[config.mk]
export PLATFORM = sky130hd
export DESIGN_NAME = masked_edge_average_interpolator_core
export DESIGN_NICKNAME = d
export VERILOG_FILES = /design/src/hw/rtl/meai_pkg.sv /design/src/hw/rtl/masked_edge_average_interpolator_core.sv
export SDC_FILE = /design/constraint.sdc
export NUM_CORES = 2
export LEC_CHECK = 0
export ABC_AREA = 0
export BUFFER_PORTS_ARGS = -buffer_cell sky130_fd_sc_hd__buf_2
export CORE_MARGIN = 2
export CORE_UTILIZATION = 40
export CTS_CLUSTER_DIAMETER = 200
export DETAILED_ROUTE_END_ITERATION = 6
export GPL_ROUTABILITY_DRIVEN = 0
export HOLD_SLACK_MARGIN = 0.05
export SLEW_MARGIN = 20
export SYNTH_ARGS = -nofsm -noshare
export SYNTH_HDL_FRONTEND = slang
export SYNTH_SLANG_ARGS = --single-unit
[constraint.sdc]
create_clock -name clk -period 6.82 [get_ports clk]
set_input_delay 0.341 -clock clk [delete_from_list [all_inputs] [get_ports clk]]
set_output_delay 0.341 -clock clk [all_outputs]
set_load 0.02 [all_outputs]
[src/hw/rtl/meai_pkg.sv]
// Shared constants, widths and register indexes for the masked edge-average interpolator.
package meai_pkg;

  localparam int INTEGER_BITS  = 12;
  localparam int FRACTION_BITS = 8;
  localparam int PIXEL_BITS    = 16;

  localparam int POS_W    = INTEGER_BITS + FRACTION_BITS;
  localparam int DIM_W    = 13;
  localparam int MARGIN_W = 12;
  localparam int CFG_W    = DIM_W;
  localparam int CFG_IDX_W = 3;

  localparam int EDGES = 4;
  localparam int CNT_W = 3;

  // stream packing
  localparam int IN_FIELD_BITS  = 2 * POS_W + EDGES * PIXEL_BITS;
  localparam int IN_TDATA_W     = ((IN_FIELD_BITS + 7) / 8) * 8;
  localparam int IN_TUSER_W     = EDGES;
  localparam int OUT_TDATA_W    = ((PIXEL_BITS + 7) / 8) * 8;
  localparam int OUT_TUSER_W    = 1;
  localparam int X_LO  = 0;
  localparam int Z_LO  = POS_W;
  localparam int BL_LO = 2 * POS_W;
  localparam int BR_LO = BL_LO + PIXEL_BITS;
  localparam int TL_LO = BR_LO + PIXEL_BITS;
  localparam int TR_LO = TL_LO + PIXEL_BITS;

  // edge order inside the datapath
  localparam int E_BOTTOM = 0;
  localparam int E_TOP    = 1;
  localparam int E_LEFT   = 2;
  localparam int E_RIGHT  = 3;

  // signed width for the border compare
  localparam int BC_W = ((INTEGER_BITS > DIM_W) ? INTEGER_BITS : DIM_W) + 2;

  // datapath widths
  localparam int DIFF_W = PIXEL_BITS + 1;
  localparam int MUL_W  = DIFF_W + FRACTION_BITS + 1;
  localparam int TERM_W = PIXEL_BITS + FRACTION_BITS;
  localparam int SUM_W  = TERM_W + 2;
  localparam int MAG_W  = SUM_W - FRACTION_BITS;

  // floor(a / 3) by reciprocal, corrected by one compare later
  localparam int RECIP_SH = PIXEL_BITS + 1;
  localparam logic [RECIP_SH-1:0] RECIP3 = RECIP_SH'((longint'(1) << RECIP_SH) / 3);

  localparam int NSTAGE = 6;

  typedef enum logic [CFG_IDX_W-1:0] {
    CFG_IMAGE_WIDTH   = 3'd0,
    CFG_IMAGE_HEIGHT  = 3'd1,
    CFG_MARGIN_LEFT   = 3'd2,
    CFG_MARGIN_RIGHT  = 3'd3,
    CFG_MARGIN_TOP    = 3'd4,
    CFG_MARGIN_BOTTOM = 3'd5
  } cfg_idx_t;

  localparam logic [DIM_W-1:0] DIM_RESET = DIM_W'(4096);

endpackage

[src/hw/rtl/masked_edge_average_interpolator_core.sv]
// Masked edge-average bilinear interpolator: six-stage pipeline, stream in and out.
//
// One request in, one result out, one request per clock sustained while out_tready
// is high. Stages: edge differences and border check, edge multiplies, four-term sum,
// magnitude, divide by edge count (reciprocal multiply for the odd count above one), then
// correction, sign and output register. Each stage has its own valid bit and moves
// when the stage after it is empty or moving, so bubbles are squeezed out under
// back-pressure. Indexes above five are ignored. The user must write the registers
// (cfg_we/cfg_index/cfg_data) only while the pipeline is empty; no check enforces it.
module masked_edge_average_interpolator_core
  import meai_pkg::*;
(
  input  logic                   clk,
  input  logic                   rst_n,
  input  logic                   cfg_we,
  input  logic [CFG_IDX_W-1:0]   cfg_index,
  input  logic [CFG_W-1:0]       cfg_data,
  input  logic                   in_tvalid,
  output logic                   in_tready,
  // x_position, z_position, value_bottom_left, value_bottom_right,
  // value_top_left, value_top_right
  input  logic [IN_TDATA_W-1:0]  in_tdata,
  // valid_bottom_left, valid_bottom_right, valid_top_left, valid_top_right
  input  logic [IN_TUSER_W-1:0]  in_tuser,
  output logic                   out_tvalid,
  input  logic                   out_tready,
  // interpolated_value
  output logic [OUT_TDATA_W-1:0] out_tdata,
  // result_valid
  output logic [OUT_TUSER_W-1:0] out_tuser
);

  logic [DIM_W-1:0]    width_r, height_r;
  logic [MARGIN_W-1:0] mleft_r, mright_r, mtop_r, mbottom_r;

  always_ff @(posedge clk) begin
    if (!rst_n) begin
      width_r   <= DIM_RESET;
      height_r  <= DIM_RESET;
      mleft_r   <= '0;
      mright_r  <= '0;
      mtop_r    <= '0;
      mbottom_r <= '0;
    end else if (cfg_we) begin
      unique case (cfg_index)
        CFG_IMAGE_WIDTH:   width_r   <= cfg_data[DIM_W-1:0];
        CFG_IMAGE_HEIGHT:  height_r  <= cfg_data[DIM_W-1:0];
        CFG_MARGIN_LEFT:   mleft_r   <= cfg_data[MARGIN_W-1:0];
        CFG_MARGIN_RIGHT:  mright_r  <= cfg_data[MARGIN_W-1:0];
        CFG_MARGIN_TOP:    mtop_r    <= cfg_data[MARGIN_W-1:0];
        CFG_MARGIN_BOTTOM: mbottom_r <= cfg_data[MARGIN_W-1:0];
        default: ;
      endcase
    end
  end

  // pipeline flow control
  logic [NSTAGE:1] vld_r;
  logic [NSTAGE:1] adv;

  always_comb begin
    adv[NSTAGE] = !vld_r[NSTAGE] || out_tready;
    for (int k = NSTAGE - 1; k >= 1; k--) begin
      adv[k] = !vld_r[k] || adv[k+1];
    end
  end

  always_ff @(posedge clk) begin
    if (!rst_n) begin
      vld_r <= '0;
    end else begin
      if (adv[1]) vld_r[1] <= in_tvalid;
      for (int k = 2; k <= NSTAGE; k++) begin
        if (adv[k]) vld_r[k] <= vld_r[k-1];
      end
    end
  end

  assign in_tready  = adv[1];
  assign out_tvalid = vld_r[NSTAGE];

  // stage 1: unpack, border check, edge differences
  logic [POS_W-1:0]             x_pos, z_pos;
  logic [INTEGER_BITS-1:0]      col_l, line_b;
  logic signed [PIXEL_BITS-1:0] pix_bl, pix_br, pix_tl, pix_tr;
  logic                         v_bl, v_br, v_tl, v_tr;
  logic signed [BC_W-1:0]       right_lim, bottom_lim, col_r, line_t;
  logic                         in_area;
  logic [EDGES-1:0]             use1;
  logic signed [PIXEL_BITS-1:0] base1 [EDGES];
  logic signed [PIXEL_BITS-1:0] tip1  [EDGES];
  logic [FRACTION_BITS-1:0]     frac1 [EDGES];

  always_comb begin
    x_pos  = in_tdata[X_LO +: POS_W];
    z_pos  = in_tdata[Z_LO +: POS_W];
    col_l  = x_pos[POS_W-1:FRACTION_BITS];
    line_b = z_pos[POS_W-1:FRACTION_BITS];
    pix_bl = $signed(in_tdata[BL_LO +: PIXEL_BITS]);
    pix_br = $signed(in_tdata[BR_LO +: PIXEL_BITS]);
    pix_tl = $signed(in_tdata[TL_LO +: PIXEL_BITS]);
    pix_tr = $signed(in_tdata[TR_LO +: PIXEL_BITS]);
    v_bl   = in_tuser[0];
    v_br   = in_tuser[1];
    v_tl   = in_tuser[2];
    v_tr   = in_tuser[3];

    right_lim  = $signed(BC_W'(width_r)) - $signed(BC_W'(mright_r));
    bottom_lim = $signed(BC_W'(height_r)) - $signed(BC_W'(mbottom_r));
    col_r      = $signed(BC_W'(col_l) + BC_W'(1));
    line_t     = $signed(BC_W'(line_b) + BC_W'(1));
    in_area = (BC_W'(col_l) >= BC_W'(mleft_r)) && (col_r < right_lim)
           && (BC_W'(line_b) >= BC_W'(mtop_r)) && (line_t < bottom_lim);

    use1[E_BOTTOM] = v_bl && v_br;
    use1[E_TOP]    = v_tl && v_tr;
    use1[E_LEFT]   = v_bl && v_tl;
    use1[E_RIGHT]  = v_br && v_tr;

    base1[E_BOTTOM] = pix_bl;  tip1[E_BOTTOM] = pix_br;
    base1[E_TOP]    = pix_tl;  tip1[E_TOP]    = pix_tr;
    base1[E_LEFT]   = pix_bl;  tip1[E_LEFT]   = pix_tl;
    base1[E_RIGHT]  = pix_br;  tip1[E_RIGHT]  = pix_tr;
    frac1[E_BOTTOM] = x_pos[FRACTION_BITS-1:0];
    frac1[E_TOP]    = x_pos[FRACTION_BITS-1:0];
    frac1[E_LEFT]   = z_pos[FRACTION_BITS-1:0];
    frac1[E_RIGHT]  = z_pos[FRACTION_BITS-1:0];
  end

  logic signed [PIXEL_BITS-1:0] s1_base_r [EDGES];
  logic signed [DIFF_W-1:0]     s1_diff_r [EDGES];
  logic [FRACTION_BITS-1:0]     s1_frac_r [EDGES];
  logic [EDGES-1:0]             s1_use_r;
  logic [CNT_W-1:0]             s1_cnt_r;
  logic                         s1_ok_r;

  always_ff @(posedge clk) begin
    if (adv[1]) begin
      for (int e = 0; e < EDGES; e++) begin
        s1_base_r[e] <= base1[e];
        s1_diff_r[e] <= DIFF_W'(tip1[e]) - DIFF_W'(base1[e]);
        s1_frac_r[e] <= frac1[e];
      end
      s1_use_r <= use1;
      s1_cnt_r <= CNT_W'(use1[0]) + CNT_W'(use1[1]) + CNT_W'(use1[2]) + CNT_W'(use1[3]);
      s1_ok_r  <= in_area && (|use1);
    end
  end

  // stage 2: edge terms, base scaled plus difference times fraction
  logic signed [MUL_W-1:0] term2 [EDGES];

  always_comb begin
    for (int e = 0; e < EDGES; e++) begin
      term2[e] = s1_diff_r[e] * $signed({1'b0, s1_frac_r[e]})
               + MUL_W'($signed({s1_base_r[e], {FRACTION_BITS{1'b0}}}));
    end
  end

  logic signed [TERM_W-1:0] s2_term_r [EDGES];
  logic [CNT_W-1:0]         s2_cnt_r;
  logic                     s2_ok_r;

  always_ff @(posedge clk) begin
    if (adv[2]) begin
      for (int e = 0; e < EDGES; e++) begin
        s2_term_r[e] <= s1_use_r[e] ? $signed(term2[e][TERM_W-1:0]) : '0;
      end
      s2_cnt_r <= s1_cnt_r;
      s2_ok_r  <= s1_ok_r;
    end
  end

  // stage 3: sum of used terms
  logic signed [SUM_W-1:0] s3_sum_r;
  logic [CNT_W-1:0]        s3_cnt_r;
  logic                    s3_ok_r;

  always_ff @(posedge clk) begin
    if (adv[3]) begin
      s3_sum_r <= SUM_W'(s2_term_r[0]) + SUM_W'(s2_term_r[1])
                + SUM_W'(s2_term_r[2]) + SUM_W'(s2_term_r[3]);
      s3_cnt_r <= s2_cnt_r;
      s3_ok_r  <= s2_ok_r;
    end
  end

  // stage 4: magnitude, drop fraction bits
  logic [SUM_W-1:0] mag4;

  always_comb begin
    mag4 = s3_sum_r[SUM_W-1] ? SUM_W'(-s3_sum_r) : SUM_W'(s3_sum_r);
  end

  logic [MAG_W-1:0] s4_mag_r;
  logic             s4_neg_r;
  logic [CNT_W-1:0] s4_cnt_r;
  logic             s4_ok_r;

  always_ff @(posedge clk) begin
    if (adv[4]) begin
      s4_mag_r <= mag4[SUM_W-1:FRACTION_BITS];
      s4_neg_r <= s3_sum_r[SUM_W-1];
      s4_cnt_r <= s3_cnt_r;
      s4_ok_r  <= s3_ok_r;
    end
  end

  // stage 5: divide by edge count
  logic [2*RECIP_SH-1:0] prod5;
  logic [MAG_W-1:0]      quo5;

  always_comb begin
    prod5 = s4_mag_r[RECIP_SH-1:0] * RECIP3;
    unique case (s4_cnt_r)
      CNT_W'(2): quo5 = s4_mag_r >> 1;
      CNT_W'(3): quo5 = MAG_W'(prod5[2*RECIP_SH-1:RECIP_SH]);
      CNT_W'(4): quo5 = s4_mag_r >> 2;
      default:   quo5 = s4_mag_r;
    endcase
  end

  logic [MAG_W-1:0] s5_quo_r;
  logic [MAG_W-1:0] s5_mag_r;
  logic             s5_by3_r;
  logic             s5_neg_r;
  logic             s5_ok_r;

  always_ff @(posedge clk) begin
    if (adv[5]) begin
      s5_quo_r <= quo5;
      s5_mag_r <= s4_mag_r;
      s5_by3_r <= (s4_cnt_r == CNT_W'(3));
      s5_neg_r <= s4_neg_r;
      s5_ok_r  <= s4_ok_r;
    end
  end

  // stage 6: reciprocal correction, sign, output register
  logic [MAG_W+1:0]      rem6;
  logic [MAG_W-1:0]      quo6;
  logic [PIXEL_BITS-1:0] val6;

  always_comb begin
    rem6 = (MAG_W+2)'(s5_mag_r) - ((MAG_W+2)'(s5_quo_r) << 1) - (MAG_W+2)'(s5_quo_r);
    quo6 = s5_quo_r;
    if (s5_by3_r && (rem6 >= (MAG_W+2)'(3))) quo6 = s5_quo_r + MAG_W'(1);
    val6 = s5_neg_r ? PIXEL_BITS'(-quo6) : quo6[PIXEL_BITS-1:0];
    if (!s5_ok_r) val6 = '0;
  end

  logic [PIXEL_BITS-1:0] out_val_r;
  logic                  out_ok_r;

  always_ff @(posedge clk) begin
    if (adv[6]) begin
      out_val_r <= val6;
      out_ok_r  <= s5_ok_r;
    end
  end

  assign out_tdata = OUT_TDATA_W'(out_val_r);
  assign out_tuser = OUT_TUSER_W'(out_ok_r);

endmodule
==> results.cfg <==
[worst_setup_path]
arrival_ps = 6890
cp_top_family = adder cells
slowest_stage = edfxtp_1
crit_top_cell = fa_1
critical_path_buf_inv_count = 4
path_class = register to register
cp_data_required_time_ps = 7200
endpoint_kind = register
cp_cell_sequence = buf_4, and2_1, fa_1, fa_1, inv_1, fa_1, inv_1, fa_1, fa_1, ha_1, inv_1, o21bai_1, a21oi_1, o21bai_1, a21oi_1, o21ai_0, or4_1, a31oi_1, a21oi_1, xnor2_1, nor2_1
path_max_fanout = 13
cp-start-kind = register
max_stage_delay_ps = 780

[global_route]
grt_pass1_vias = 34610
gr-total-overflow = 0
track_usage = 0.1954
grt_pass1_wl_um = 187900
grt_max_degree = 81
antenna_found_initial = 1

[synth]
ys.flop_type = edfxtp_1
synth-seq-cells = 429
synthDistinctLibCells = 84
netlist_area_um2 = 48110
syn_nets = 6087
ys_seq_area_frac = 0.2511
synth-edff-count = 349
async_reset_ff_frac = 0
synth.avg_cell_area_um2 = 9.985
ys_warn_count = 0
synthCells = 4818

[cts]
h-tree-depth = 2
clockBufferDepth = 3
cts_tree = built
cts_root_buf = clkbuf_16
clkTransAtPathRegs_ps = 60
clk_latency_ps = 650
cts_buffers = 54
clock-sinks = 429

[job]
drv_cap = 0

[route]
ant_nets = 0
routed_wl_um = 117000
drc = 0
vias_per_cell = 5.012
wire_per_inst_um = 17.43
drt-pass1-iter-count = 5
drtIter0Drc = 1776
vias = 33630

[final_layout]
layout_commonest_cell = inv_1
final_cell_mix = 867 x inv_1, 620 x fa_1, 520 x ha_1
syn_to_final_growth_pct = 11.34
n_antenna_cell = 0
fin_nets = 6324
fillers = 11370
multi_input_comb_area_um2 = 32420
ff_latch_area_um2 = 12080
drive_above_1_share = 0.06707

[floorplan]
core_area_um2 = 119700
num_rows = 127
ios = 148
die-area_um2 = 123100
initial_utilization = 0.4021
dieHeight_um = 350.8
die_w_um = 350.8

[sta]
fin_setup_tns_ps = 0
worst_slew_pin_slew_ps = 1026
fmax_ghz = 0.1537
finalSetupViolCount = 0
min_period_ps = 6504
report.final.slew_viol_count = 0
finalClockSkew_ps = 31.67
period_share = 0.9537
rsz0062_at_grt = false
hold_viol = 0
slew_headroom = 0.3137

[placement]
port_buffers = 147
dp_hpwl_um = 94770

[min_path]
hold_path.class = primary input to register

[run_status]
status = complete, no violations
cell usage after synthesis, types with 5 or more instances:
cell type	number	area (µm²)
ha_1	520	6506
buf_2	5	25.02
a41oi_1	7	61.31
nand2b_1	37	231.5
nor3_1	50	250.2
and3_1	32	200.2
a21boi_0	109	818.3
clkbuf_1	90	337.8
o22ai_1	12	75.07
a21oi_1	142	710.7
a21o_1	57	427.9
dfxtp_1	80	1602
nand4_1	7	43.79
o21bai_1	28	210.2
fa_1	620	12410
and4_1	6	52.55
a2111oi_0	7	61.31
o21ai_1	6	30.03
o2111ai_1	6	52.55
and2_1	405	2534
xnor2_1	177	1550
nor2b_1	37	231.5
nor2_1	208	780.8
xor2_1	63	551.8
o31ai_1	13	97.59
a211oi_1	17	127.6
nand2_1	480	1802
a221oi_1	8	70.07
mux2i_1	12	120.1
nand3_1	66	330.3
o41ai_1	6	52.55
or2_2	13	81.33
a31oi_1	17	106.4
o21ai_0	121	605.6
o21a_1	18	135.1
o211ai_1	12	90.09
or3_1	18	112.6
inv_1	868	3258
edfxtp_1	349	10480
stage by stage:
| step | util | hold WS [ps] | instance area, µm² | cells | setup slack [ps] |
|---|---|---|---|---|---|
| after floorplan | - | 400.3 | 48110 | 4818 | 518.9 |
| after global placement | 0.4250 | 400.6 | 50860 | 6525 | 250.9 |
| after detailed placement | 0.4251 | 404.5 | 50860 | 6525 | 137.6 |
| after CTS | 0.4468 | 53.86 | 53470 | 6701 | 134.6 |
| after global routing | 0.4477 | 78.29 | 53560 | 6711 | 73.90 |
| final | 0.4477 | 101.7 | 53560 | 6711 | 315.6 |
registers in the layout, indices dropped and copies added, names as in the netlist, 12 cells and up:
name	flops
s3_sum_r	26
s2_term_r	96
height_r	13
s5_quo_r	18
out_tdata	16
s5_mag_r	18
mbottom_r	12
width_r	13
s4_mag_r	18
s1_frac_r	16
mleft_r	12
mright_r	12
mtop_r	12
s1_diff_r	68
s1_base_r	48
final timing paths:
path                                           startpoint                        endpoint  depth (start not counted)  slack, ps
worst max-delay path            s1_frac_r[3][4]$_DFFE_PP_  s2_term_r[2][23]$_SDFFCE_PN0P_                         21        320
worst min-delay path                         in_tdata[72]       s1_base_r[1][0]$_DFFE_PP_                          1        100
worst max register to register  s1_frac_r[3][4]$_DFFE_PP_  s2_term_r[2][23]$_SDFFCE_PN0P_                         21        320
worst min register to register      s2_cnt_r[0]$_DFFE_PP_           s3_cnt_r[0]$_DFFE_PP_                          0        420
cells by family (layout without fill, tap and decap cells):
logic type               after synthesis  in the layout  share of synthesized area
AO/OA/AOI/OAI                        638            638                    0.08869
XOR/XNOR                             240            240                    0.04369
adder cells (fa/ha/maj)             1140           1140                     0.3932
buffers and inverters                967           1248                    0.07589
flip-flops                           429            429                     0.2511
multiplexers                          17             17                   0.003823
AND/OR/NAND/NOR                     1387           1387                     0.1435
per-layer routing:
layer | global-route usage | vias up | routed length (µm)
met5 | 0 | - | 0
met1 | 0.2487 | 16660 | 49570
li1 | - | 16090 | -
met4 | 0.06622 | 0 | 4045
met3 | 0.01814 | 179 | 4647
met2 | 0.3474 | 709 | 58730
area by class of cell:
| class | count | area share |
|---|---|---|
| multi-input combinational | 3422 | 0.6052 |
| tap | 1612 | 0.03765 |
| timing repair buffer | 278 | 0.03618 |
| clock inverter | 39 | 0.008292 |
| sequential | 429 | 0.2256 |
| inverter | 870 | 0.06097 |
| clock buffer | 61 | 0.02612 |
repair_timing:
item | CTS | global route
setup buffers | 0 | 10
endpoints found under the setup margin | 0 | 6
gates resized for setup | 0 | 2
hold buffers | 76 | 0
endpoints found under the hold margin | 115 | 0
worst register-to-register path: stages, from the launching register on:
cell and delay [ps]:
edfxtp_1 780, buf_4 320, and2_1 170, fa_1 450
fa_1 540, inv_1 50, fa_1 470, inv_1 50
fa_1 500, fa_1 410, ha_1 300, inv_1 90
o21bai_1 80, a21oi_1 250, o21bai_1 110, a21oi_1 300
o21ai_0 260, or4_1 510, a31oi_1 240, a21oi_1 120
xnor2_1 180, nor2_1 50
Power is not shown: default switching activity piles up to over one toggle a cycle in this logic, so the estimate is an artifact.
